<file path="config.mk">
export PLATFORM = sky130hd
export DESIGN_NAME = light_morse_decoder
export DESIGN_NICKNAME = d
export VERILOG_FILES = /design/src/rtl/core/lmd_pkg.sv /design/src/rtl/core/lmd_front.sv /design/src/rtl/core/lmd_queue.sv /design/src/rtl/core/lmd_back.sv /design/src/rtl/core/light_morse_decoder.sv
export SDC_FILE = /design/constraint.sdc
export NUM_CORES = 1
export LEC_CHECK = 0
export BUFFER_PORTS_ARGS = -buffer_cell sky130_fd_sc_hd__buf_4
export CAP_MARGIN = 10
export CORE_MARGIN = 8
export CORE_UTILIZATION = 40
export DETAILED_ROUTE_END_ITERATION = 12
export SLEW_MARGIN = 30
export SYNTH_ARGS = -nofsm -noshare
export SYNTH_HDL_FRONTEND = slang
export SYNTH_SLANG_ARGS = --single-unit
</file>
<file path="constraint.sdc">
create_clock -name clk -period 7.1 [get_ports clk]
set_clock_uncertainty 0.05 [all_clocks]
set_input_delay 0.71 -clock clk [delete_from_list [all_inputs] [get_ports clk]]
set_output_delay 0.71 -clock clk [all_outputs]
set_load 0.05 [all_outputs]
</file>
<file path="src/rtl/core/lmd_pkg.sv">
`timescale 1ns / 1ps
// ----------------------------------------------------------------------------
// lmd_pkg
// Shared types, constants and the Morse lookup for the light Morse decoder.
// ----------------------------------------------------------------------------
package lmd_pkg;

	localparam int SAMPLE_BITS  = 10;
	localparam int MAX_SYMBOLS  = 7;
	localparam int COUNT_BITS   = 16;
	localparam int REG_BITS     = 16;
	localparam int SYM_CNT_BITS = $clog2(MAX_SYMBOLS + 1);
	localparam int CHAR_BITS    = 7;
	localparam int CMP_BITS     = (COUNT_BITS > REG_BITS) ? COUNT_BITS : REG_BITS;
	localparam int QDEPTH       = 4;
	localparam int QPTR_BITS    = $clog2(QDEPTH);
	localparam int ADDR_BITS    = 4;
	localparam int APB_DATA_BITS = 32;

	localparam logic [SAMPLE_BITS-1:0] ON_LEVEL_RST   = SAMPLE_BITS'(250);
	localparam logic [REG_BITS-1:0]    DOT_LIMIT_RST  = REG_BITS'(200);
	localparam logic [REG_BITS-1:0]    LETTER_GAP_RST = REG_BITS'(2500);
	localparam logic [REG_BITS-1:0]    END_GAP_RST    = REG_BITS'(10000);

	localparam logic [CHAR_BITS-1:0] CHAR_SPACE = CHAR_BITS'(32);

	typedef enum logic [1:0] {
		KIND_DOT  = 2'd0,
		KIND_DASH = 2'd1,
		KIND_CHAR = 2'd2,
		KIND_DONE = 2'd3
	} kind_t;

	typedef enum logic [1:0] {
		REG_ON_LEVEL   = 2'd0,
		REG_DOT_LIMIT  = 2'd1,
		REG_LETTER_GAP = 2'd2,
		REG_END_GAP    = 2'd3
	} reg_idx_t;

	typedef struct packed {
		logic [SAMPLE_BITS-1:0] on_level;
		logic [REG_BITS-1:0]    dot_limit;
		logic [REG_BITS-1:0]    letter_gap;
		logic [REG_BITS-1:0]    end_gap;
	} cfg_t;

	// results caused by one sample, in emission order sym, chr, done
	typedef struct packed {
		logic                 sym_v;
		logic                 dash;
		logic                 chr_v;
		logic [CHAR_BITS-1:0] chr;
		logic                 done_v;
	} evt_t;

	function automatic logic [SYM_CNT_BITS+MAX_SYMBOLS-1:0] mkey(
		input int len,
		input logic [6:0] pat
	);
		mkey = {SYM_CNT_BITS'(len), MAX_SYMBOLS'(pat)};
	endfunction

	// pattern is in send order, right aligned, dash = 1
	function automatic logic [CHAR_BITS-1:0] morse_lookup(
		input logic [SYM_CNT_BITS-1:0] cnt,
		input logic [MAX_SYMBOLS-1:0]  pat,
		input logic                    ovf
	);
		logic [7:0] c;
		c = {1'b0, CHAR_SPACE};
		unique case ({cnt, pat})
			mkey(2, 7'b01):      c = "A";
			mkey(4, 7'b1000):    c = "B";
			mkey(4, 7'b1010):    c = "C";
			mkey(3, 7'b100):     c = "D";
			mkey(1, 7'b0):       c = "E";
			mkey(4, 7'b0010):    c = "F";
			mkey(3, 7'b110):     c = "G";
			mkey(4, 7'b0000):    c = "H";
			mkey(2, 7'b00):      c = "I";
			mkey(4, 7'b0111):    c = "J";
			mkey(3, 7'b101):     c = "K";
			mkey(4, 7'b0100):    c = "L";
			mkey(2, 7'b11):      c = "M";
			mkey(2, 7'b10):      c = "N";
			mkey(3, 7'b111):     c = "O";
			mkey(4, 7'b0110):    c = "P";
			mkey(4, 7'b1101):    c = "Q";
			mkey(3, 7'b010):     c = "R";
			mkey(3, 7'b000):     c = "S";
			mkey(1, 7'b1):       c = "T";
			mkey(3, 7'b001):     c = "U";
			mkey(4, 7'b0001):    c = "V";
			mkey(3, 7'b011):     c = "W";
			mkey(4, 7'b1001):    c = "X";
			mkey(4, 7'b1011):    c = "Y";
			mkey(4, 7'b1100):    c = "Z";
			mkey(5, 7'b11111):   c = "0";
			mkey(5, 7'b01111):   c = "1";
			mkey(5, 7'b00111):   c = "2";
			mkey(5, 7'b00011):   c = "3";
			mkey(5, 7'b00001):   c = "4";
			mkey(5, 7'b00000):   c = "5";
			mkey(5, 7'b10000):   c = "6";
			mkey(5, 7'b11000):   c = "7";
			mkey(5, 7'b11100):   c = "8";
			mkey(5, 7'b11110):   c = "9";
			mkey(6, 7'b010101):  c = ".";
			mkey(6, 7'b110011):  c = ",";
			mkey(6, 7'b001100):  c = "?";
			mkey(6, 7'b011110):  c = "'";
			mkey(6, 7'b101011):  c = "!";
			mkey(5, 7'b10010):   c = "/";
			mkey(5, 7'b10110):   c = "(";
			mkey(6, 7'b101101):  c = ")";
			mkey(5, 7'b01000):   c = "&";
			mkey(6, 7'b111000):  c = ":";
			mkey(6, 7'b101010):  c = ";";
			mkey(5, 7'b10001):   c = "=";
			mkey(5, 7'b01010):   c = "+";
			mkey(6, 7'b100001):  c = "-";
			mkey(6, 7'b001101):  c = "_";
			mkey(6, 7'b010010):  c = "\"";
			mkey(7, 7'b0001001): c = "$";
			mkey(6, 7'b011010):  c = "@";
			default:             c = {1'b0, CHAR_SPACE};
		endcase
		morse_lookup = ovf ? CHAR_SPACE : c[CHAR_BITS-1:0];
	endfunction

endpackage

</file>
<file path="src/rtl/core/lmd_front.sv">
`timescale 1ns / 1ps
// ----------------------------------------------------------------------------
// lmd_front
// Sample classifier: run counters, symbol store and character decode.
// ----------------------------------------------------------------------------
module lmd_front import lmd_pkg::*; (
	input  logic                   clk,
	input  logic                   arst_n,
	input  cfg_t                   cfg,
	input  logic                   accept,
	input  logic [SAMPLE_BITS-1:0] sample,
	output logic                   push,
	output evt_t                   evt
);

	logic [COUNT_BITS-1:0]   on_run_q, gap_run_q, idle_run_q;
	logic [COUNT_BITS-1:0]   on_run_n, gap_run_n, idle_run_n, gap_inc, idle_inc;
	logic [MAX_SYMBOLS-1:0]  pat_q, pat_n;
	logic [SYM_CNT_BITS-1:0] cnt_q, cnt_n;
	logic                    ovf_q, ovf_n;
	logic                    finished_q;
	logic                    light_on, sym_v, dash, chr_v, done_v;

	assign gap_inc  = (&gap_run_q) ? gap_run_q : gap_run_q + COUNT_BITS'(1);
	assign idle_inc = (&idle_run_q) ? idle_run_q : idle_run_q + COUNT_BITS'(1);

	always_comb begin
		light_on   = sample <= cfg.on_level;
		sym_v      = 1'b0;
		dash       = CMP_BITS'(on_run_q) > CMP_BITS'(cfg.dot_limit);
		pat_n      = pat_q;
		cnt_n      = cnt_q;
		ovf_n      = ovf_q;
		on_run_n   = on_run_q;
		gap_run_n  = gap_run_q;
		idle_run_n = idle_run_q;
		if (light_on) begin
			on_run_n   = (&on_run_q) ? on_run_q : on_run_q + COUNT_BITS'(1);
			gap_run_n  = '0;
			idle_run_n = '0;
		end else begin
			if (on_run_q != '0) begin
				sym_v = 1'b1;
				if (cnt_q < SYM_CNT_BITS'(MAX_SYMBOLS)) begin
					// shift in so the store stays in send order
					pat_n = {pat_q[MAX_SYMBOLS-2:0], dash};
					cnt_n = cnt_q + SYM_CNT_BITS'(1);
				end else begin
					ovf_n = 1'b1;
				end
				on_run_n = '0;
			end
			gap_run_n  = gap_inc;
			idle_run_n = idle_inc;
		end
		chr_v   = 1'b0;
		evt.chr = '0;
		if (CMP_BITS'(gap_run_n) >= CMP_BITS'(cfg.letter_gap)) begin
			if (cnt_n != '0 || ovf_n) begin
				chr_v   = 1'b1;
				evt.chr = morse_lookup(cnt_n, pat_n, ovf_n);
				pat_n   = '0;
				cnt_n   = '0;
				ovf_n   = 1'b0;
			end
			gap_run_n = '0;
		end
		done_v     = CMP_BITS'(idle_run_n) >= CMP_BITS'(cfg.end_gap);
		evt.sym_v  = sym_v;
		evt.dash   = dash;
		evt.chr_v  = chr_v;
		evt.done_v = done_v;
	end

	wire step = accept && !finished_q;
	assign push = step && (sym_v || chr_v || done_v);

	always_ff @(posedge clk or negedge arst_n) begin
		if (!arst_n) begin
			on_run_q   <= '0;
			gap_run_q  <= '0;
			idle_run_q <= '0;
			pat_q      <= '0;
			cnt_q      <= '0;
			ovf_q      <= 1'b0;
			finished_q <= 1'b0;
		end else if (step) begin
			on_run_q   <= on_run_n;
			gap_run_q  <= gap_run_n;
			idle_run_q <= idle_run_n;
			pat_q      <= pat_n;
			cnt_q      <= cnt_n;
			ovf_q      <= ovf_n;
			finished_q <= done_v;
		end
	end

endmodule

</file>
<file path="src/rtl/core/lmd_queue.sv">
`timescale 1ns / 1ps
// ----------------------------------------------------------------------------
// lmd_queue
// Short first-word-fall-through queue of per-sample result groups.
// ----------------------------------------------------------------------------
module lmd_queue import lmd_pkg::*; (
	input  logic clk,
	input  logic arst_n,
	input  logic push,
	input  evt_t wr_data,
	input  logic pop,
	output evt_t rd_data,
	output logic full,
	output logic empty
);

	evt_t                 mem [QDEPTH];
	logic [QPTR_BITS-1:0] wr_ptr_q, rd_ptr_q;
	logic [QPTR_BITS:0]   count_q;

	assign full    = count_q == (QPTR_BITS + 1)'(QDEPTH);
	assign empty   = count_q == '0;
	assign rd_data = mem[rd_ptr_q];

	always_ff @(posedge clk) begin
		if (push) begin
			mem[wr_ptr_q] <= wr_data;
		end
	end

	always_ff @(posedge clk or negedge arst_n) begin
		if (!arst_n) begin
			wr_ptr_q <= '0;
			rd_ptr_q <= '0;
			count_q  <= '0;
		end else begin
			if (push) begin
				wr_ptr_q <= wr_ptr_q + QPTR_BITS'(1);
			end
			if (pop) begin
				rd_ptr_q <= rd_ptr_q + QPTR_BITS'(1);
			end
			if (push && !pop) begin
				count_q <= count_q + (QPTR_BITS + 1)'(1);
			end else if (pop && !push) begin
				count_q <= count_q - (QPTR_BITS + 1)'(1);
			end
		end
	end

endmodule

</file>
<file path="src/rtl/core/lmd_back.sv">
`timescale 1ns / 1ps
// ----------------------------------------------------------------------------
// lmd_back
// Result serializer: sends the results of one group as single beats.
// ----------------------------------------------------------------------------
module lmd_back import lmd_pkg::*; (
	input  logic                 clk,
	input  logic                 arst_n,
	input  evt_t                 q_data,
	input  logic                 q_empty,
	output logic                 q_pop,
	output logic                 out_valid,
	input  logic                 out_ready,
	output kind_t                out_kind,
	output logic [CHAR_BITS-1:0] out_char,
	output logic                 out_last
);

	// pending results: bit 0 symbol, bit 1 character, bit 2 done
	logic [2:0] pend_q, pend_after;
	evt_t       evt_q;
	logic       fire, free;

	assign pend_after = pend_q & (pend_q - 3'd1);
	assign out_valid  = pend_q != 3'd0;
	assign out_last   = pend_after == 3'd0;
	assign fire       = out_valid && out_ready;
	assign free       = !out_valid || (fire && out_last);
	assign q_pop      = free && !q_empty;

	always_comb begin
		out_char = '0;
		if (pend_q[0]) begin
			out_kind = evt_q.dash ? KIND_DASH : KIND_DOT;
		end else if (pend_q[1]) begin
			out_kind = KIND_CHAR;
			out_char = evt_q.chr;
		end else begin
			out_kind = KIND_DONE;
		end
	end

	always_ff @(posedge clk) begin
		if (q_pop) begin
			evt_q <= q_data;
		end
	end

	always_ff @(posedge clk or negedge arst_n) begin
		if (!arst_n) begin
			pend_q <= 3'd0;
		end else if (q_pop) begin
			pend_q <= {q_data.done_v, q_data.chr_v, q_data.sym_v};
		end else if (fire) begin
			pend_q <= pend_after;
		end
	end

endmodule

</file>
<file path="src/rtl/core/light_morse_decoder.sv">
`timescale 1ns / 1ps
// ----------------------------------------------------------------------------
// light_morse_decoder
// Morse decoder for a light sensor stream with an APB register port.
// ----------------------------------------------------------------------------
// one sample accepted per cycle while the 4-group result queue has room
// results of an accepted sample are written into the result queue, then loaded
// into the serializer's pending register once it is free, making the first beat valid
// results leave at one beat per cycle while m_tready is high; a sample can cause up to 3 beats,
// so the output port sets the sustained rate when results are dense
// reset clears counters, symbol store and queue; registers take reset values
module light_morse_decoder import lmd_pkg::*; (
	input  logic                     clk,
	input  logic                     arst_n,
	input  logic                     s_tvalid,
	output logic                     s_tready,
	input  logic [15:0]              s_tdata,  // [9:0] light_sample
	output logic                     m_tvalid,
	input  logic                     m_tready,
	output logic [15:0]              m_tdata,  // [1:0] kind, [8:2] char_code
	output logic                     m_tlast,
	input  logic                     psel,
	input  logic                     penable,
	input  logic                     pwrite,
	input  logic [ADDR_BITS-1:0]     paddr,
	input  logic [APB_DATA_BITS-1:0] pwdata,
	output logic [APB_DATA_BITS-1:0] prdata,
	output logic                     pready
);

	cfg_t                 cfg_q;
	evt_t                 evt, q_data;
	logic                 push, q_pop, q_full, q_empty, accept;
	kind_t                out_kind;
	logic [CHAR_BITS-1:0] out_char;
	reg_idx_t             reg_idx;

	assign pready  = 1'b1;
	assign reg_idx = reg_idx_t'(paddr[3:2]);

	always_ff @(posedge clk or negedge arst_n) begin
		if (!arst_n) begin
			cfg_q.on_level   <= ON_LEVEL_RST;
			cfg_q.dot_limit  <= DOT_LIMIT_RST;
			cfg_q.letter_gap <= LETTER_GAP_RST;
			cfg_q.end_gap    <= END_GAP_RST;
		end else if (psel && penable && pwrite && pready) begin
			unique case (reg_idx)
				REG_ON_LEVEL:   cfg_q.on_level   <= pwdata[SAMPLE_BITS-1:0];
				REG_DOT_LIMIT:  cfg_q.dot_limit  <= pwdata[REG_BITS-1:0];
				REG_LETTER_GAP: cfg_q.letter_gap <= pwdata[REG_BITS-1:0];
				REG_END_GAP:    cfg_q.end_gap    <= pwdata[REG_BITS-1:0];
				default:        cfg_q.end_gap    <= cfg_q.end_gap;
			endcase
		end
	end

	always_comb begin
		unique case (reg_idx)
			REG_ON_LEVEL:   prdata = APB_DATA_BITS'(cfg_q.on_level);
			REG_DOT_LIMIT:  prdata = APB_DATA_BITS'(cfg_q.dot_limit);
			REG_LETTER_GAP: prdata = APB_DATA_BITS'(cfg_q.letter_gap);
			REG_END_GAP:    prdata = APB_DATA_BITS'(cfg_q.end_gap);
			default:        prdata = '0;
		endcase
	end

	assign s_tready = !q_full;
	assign accept   = s_tvalid && s_tready;

	lmd_front u_front (
		.clk    (clk),
		.arst_n (arst_n),
		.cfg    (cfg_q),
		.accept (accept),
		.sample (s_tdata[SAMPLE_BITS-1:0]),
		.push   (push),
		.evt    (evt)
	);

	lmd_queue u_queue (
		.clk     (clk),
		.arst_n  (arst_n),
		.push    (push),
		.wr_data (evt),
		.pop     (q_pop),
		.rd_data (q_data),
		.full    (q_full),
		.empty   (q_empty)
	);

	lmd_back u_back (
		.clk       (clk),
		.arst_n    (arst_n),
		.q_data    (q_data),
		.q_empty   (q_empty),
		.q_pop     (q_pop),
		.out_valid (m_tvalid),
		.out_ready (m_tready),
		.out_kind  (out_kind),
		.out_char  (out_char),
		.out_last  (m_tlast)
	);

	assign m_tdata = {7'd0, out_char, out_kind};

endmodule

</file>
==> reports/qor.txt <==
synthesized flop and latch total - 180
Crit path required time - 7.41 ns
PortBufs - 62
Final Cell Area - 0.0129 sq mm
post-CTS repair timing setup buffer count - 0
top routing layer in use - met4
Cells after Synth - 1175
RePlAce Congestion - 0.897
area share of fa/ha/maj cells after synthesis - 7.64%
first-pass GRT wire length - 47400 um
post-CTS sizing - 0
Worst setup EP type - flip-flop
Period minus WS final - 6.03 ns
mux contribution to synthesized area - 7.89%
R2R setup slack - 1.07 ns
NumNets Final - 1343
Worst R2R End - u_queue.count_q[2]
total vias in the final route - 8868
Worst-path clk slew - 0.08 ns
worst reg-to-reg path cell count - 19
Area Overhead vs Synth - 11.6%
layout cells sized above 1 - 17.4%
final hold viol count - 0
Initial Util - 40.4%
Routed Antenna Nets - 0
Synth Area in Compound Gates - 16.5%
Crit Path Class - reg -> reg
Worst Tran Pin Value - 0.772 ns
most common cell in the synthesized netlist - nand2_1
RSZ-0062 raised after global routing - no
ys flop type - dfrtp_1
Setup Viol. Count Final - 0
top-area cell type share of the netlist area - 23.7%
TritonRoute pass-1 iters - 5
Yosys cell types - 98
die height - 186 um
Die Area - 0.0345 sq mm
fmax - 166 MHz
Core Rows - 62
met3 WL - 1480 um
Post-synth EDFFs - 52
metal2 WL - 13100 um
GRT Total Usage - 17.4%
chip width - 186 um
setup tns final - 0 ns
Ports - 111
Avg WL per Cell - 18.2 um
core area - 0.0285 sq mm
drt drc - 0
largest net degree at the start of global routing - 74
asr flop ratio synth - 71.1%
clk root buf - clkbuf_16
CTS Hold Buffers Added - 0
Mapped Avg Cell Area - 9.81 sq um
final worst slack - 1.07 ns
Ant. Diodes - 0
total routed wirelength - 29300 um
Critical Path AT - 6.34 ns
post-synthesis sequential area ratio - 41.5%
CTS tree - yes
RR Startpoint - cfg_q[53]
DP Wirelength - 21500 um
Final Cycle Share - 84.9%
Syn. warnings - 0
Sinks on Clock Net - 180
TritonCTS Buffers - 17
initial antenna violation count - 0
worst skew pair latency - 0.44 ns
Total Power - 4.01 mW
Simple-Gate Fraction of Synth Area - 17.4%
met1 WL - 14400 um
Post-Syn Area - 0.0115 sq mm
synth top area cells - dfrtp_1 (24%), edfxtp_1 (14%), ha_1 (7.4%), nand2_1 (4.5%), dfstp_2 (4.3%)
largest family of logic cells by synthesized area - simple AND/OR/NAND/NOR gates
Rel. slew slack - 48.5%
crit-path max FO - 18
vias in the first global route - 8668
Max clock buf depth - 2
leak pwr - 5.56 nW
post-placement cell area - 0.0123 sq mm
Hold Path Class - in -> async
XOR/XNOR share of the synthesized area - 3.12%
Max Cap Viol - 0
Max VDD drop - 0.166 mV
P per Cell Area - 312 mW/mm^2
Initial DRC Count - 713
GRT overflow - 0
via/cell ratio - 5.50
crit start category - flip-flop
Max Slew Vio Count - 0
outcome - finished, final reports clean
cell taking the most area after synthesis - dfrtp_1
total number of H-tree levels - 4
most frequent cells after synthesis - nand2_1 (139), dfrtp_1 (109), nor2_1 (87), o21ai_0 (81), inv_1 (75)
Post-Place Setup Slack - 0.816 ns
sequential cells by signal, indices dropped and copies added (netlist names):
register / count
cfg_q: 58
u_back.evt_q: 8
u_back.pend_q: 3
u_front.cnt_q: 3
u_front.finished_q: 1
u_front.gap_run_q: 16
u_front.idle_run_q: 16
u_front.on_run_q: 16
u_front.ovf_q: 1
u_front.pat_q: 7
u_queue.count_q: 3
u_queue.mem: 44
u_queue.rd_ptr_q: 2
u_queue.wr_ptr_q: 2
stage by stage:
stage	util [%]	hold WS, ns	std cells
after floorplan	-	0.364	1197
after global placement	42.9	0.446	1580
after detailed placement	42.9	0.455	1580
after CTS	45.0	0.208	1612
after global routing	45.1	0.228	1612
final	45.1	0.191	1612
power by group:
| group | leakage [nW] | internal, mW | switching (mW) | total [mW] |
|---|---|---|---|---|
| Combinational | 3.14 | 0.593 | 1.00 | 1.60 |
| Clock | 0.292 | 0.478 | 0.481 | 0.959 |
| Sequential | 2.13 | 1.27 | 0.183 | 1.45 |
kinds of logic after synthesis:
logic type | after synthesis
AND/OR/NAND/NOR | 405
AO/OA/AOI/OAI | 268
multiplexers | 60
buffers and inverters | 149
other | 2
adder cells (fa/ha/maj) | 70
XOR/XNOR | 41
flip-flops | 180
cell type report:
class                      count  area [sq um]
clock buffer                  17           425
clock inverter                15           176
fill                        2742         15700
inverter                      76           285
multi-input combinational    868          6160
sequential                   180          4790
tap                          384           480
timing repair buffer          72           548
cell usage in the layout, fill, tap and decap left out, drive strengths merged, types with 15 or more instances in the layout:
| cell type | n |
|---|---|
| a21oi | 32 |
| nand3 | 29 |
| nor3 | 28 |
| nor2 | 90 |
| a22o | 23 |
| dfstp | 19 |
| dfrtp | 109 |
| o21ai | 92 |
| xnor2 | 22 |
| mux2 | 34 |
| nand2 | 141 |
| buf | 72 |
| edfxtp | 52 |
| nand4 | 15 |
| ha | 68 |
| a21o | 17 |
| conb | 24 |
| and2 | 20 |
| inv | 84 |
| mux4 | 21 |
| xor2 | 19 |
| clkbuf | 17 |
layer usage:
layer / global-route usage, % / vias to the layer above
li1: - / 4293
met5: 0 / -
met4: 3.72 / 0
met3: 3.18 / 22
met2: 26.5 / 215
met1: 25.3 / 4338
critical path: stages (launching register included):
cell and delay [ns]:
dfstp_2 0.56, inv_1 0.05, ha_1 0.31, a21oi_1 0.16, o21ai_1 0.14, a2111o_1 0.50, nand2_1 0.49, nor3_1 0.18
ha_1 0.33, nand4_1 0.12, or4_1 0.56, o21ai_2 0.61, a21boi_2 0.55, o31a_4 0.26, ha_1 0.19, inv_1 0.06
fa_1 0.37, xor2_1 0.16, nor2_1 0.11, xor2_1 0.16
worst max path at each step:
stage	from	to	slack (ns)
after floorplan	s_tdata[7]	u_queue.count_q[1]	1.32
after global placement	s_tdata[7]	u_queue.count_q[2]	0.87
after detailed placement	s_tdata[7]	u_queue.count_q[2]	0.82
after CTS	cfg_q[55]	u_queue.count_q[2]	1.05
after global routing	cfg_q[55]	u_queue.count_q[2]	0.76
final	cfg_q[53]	u_queue.count_q[2]	1.07
Power figures use the tool's default switching activity.
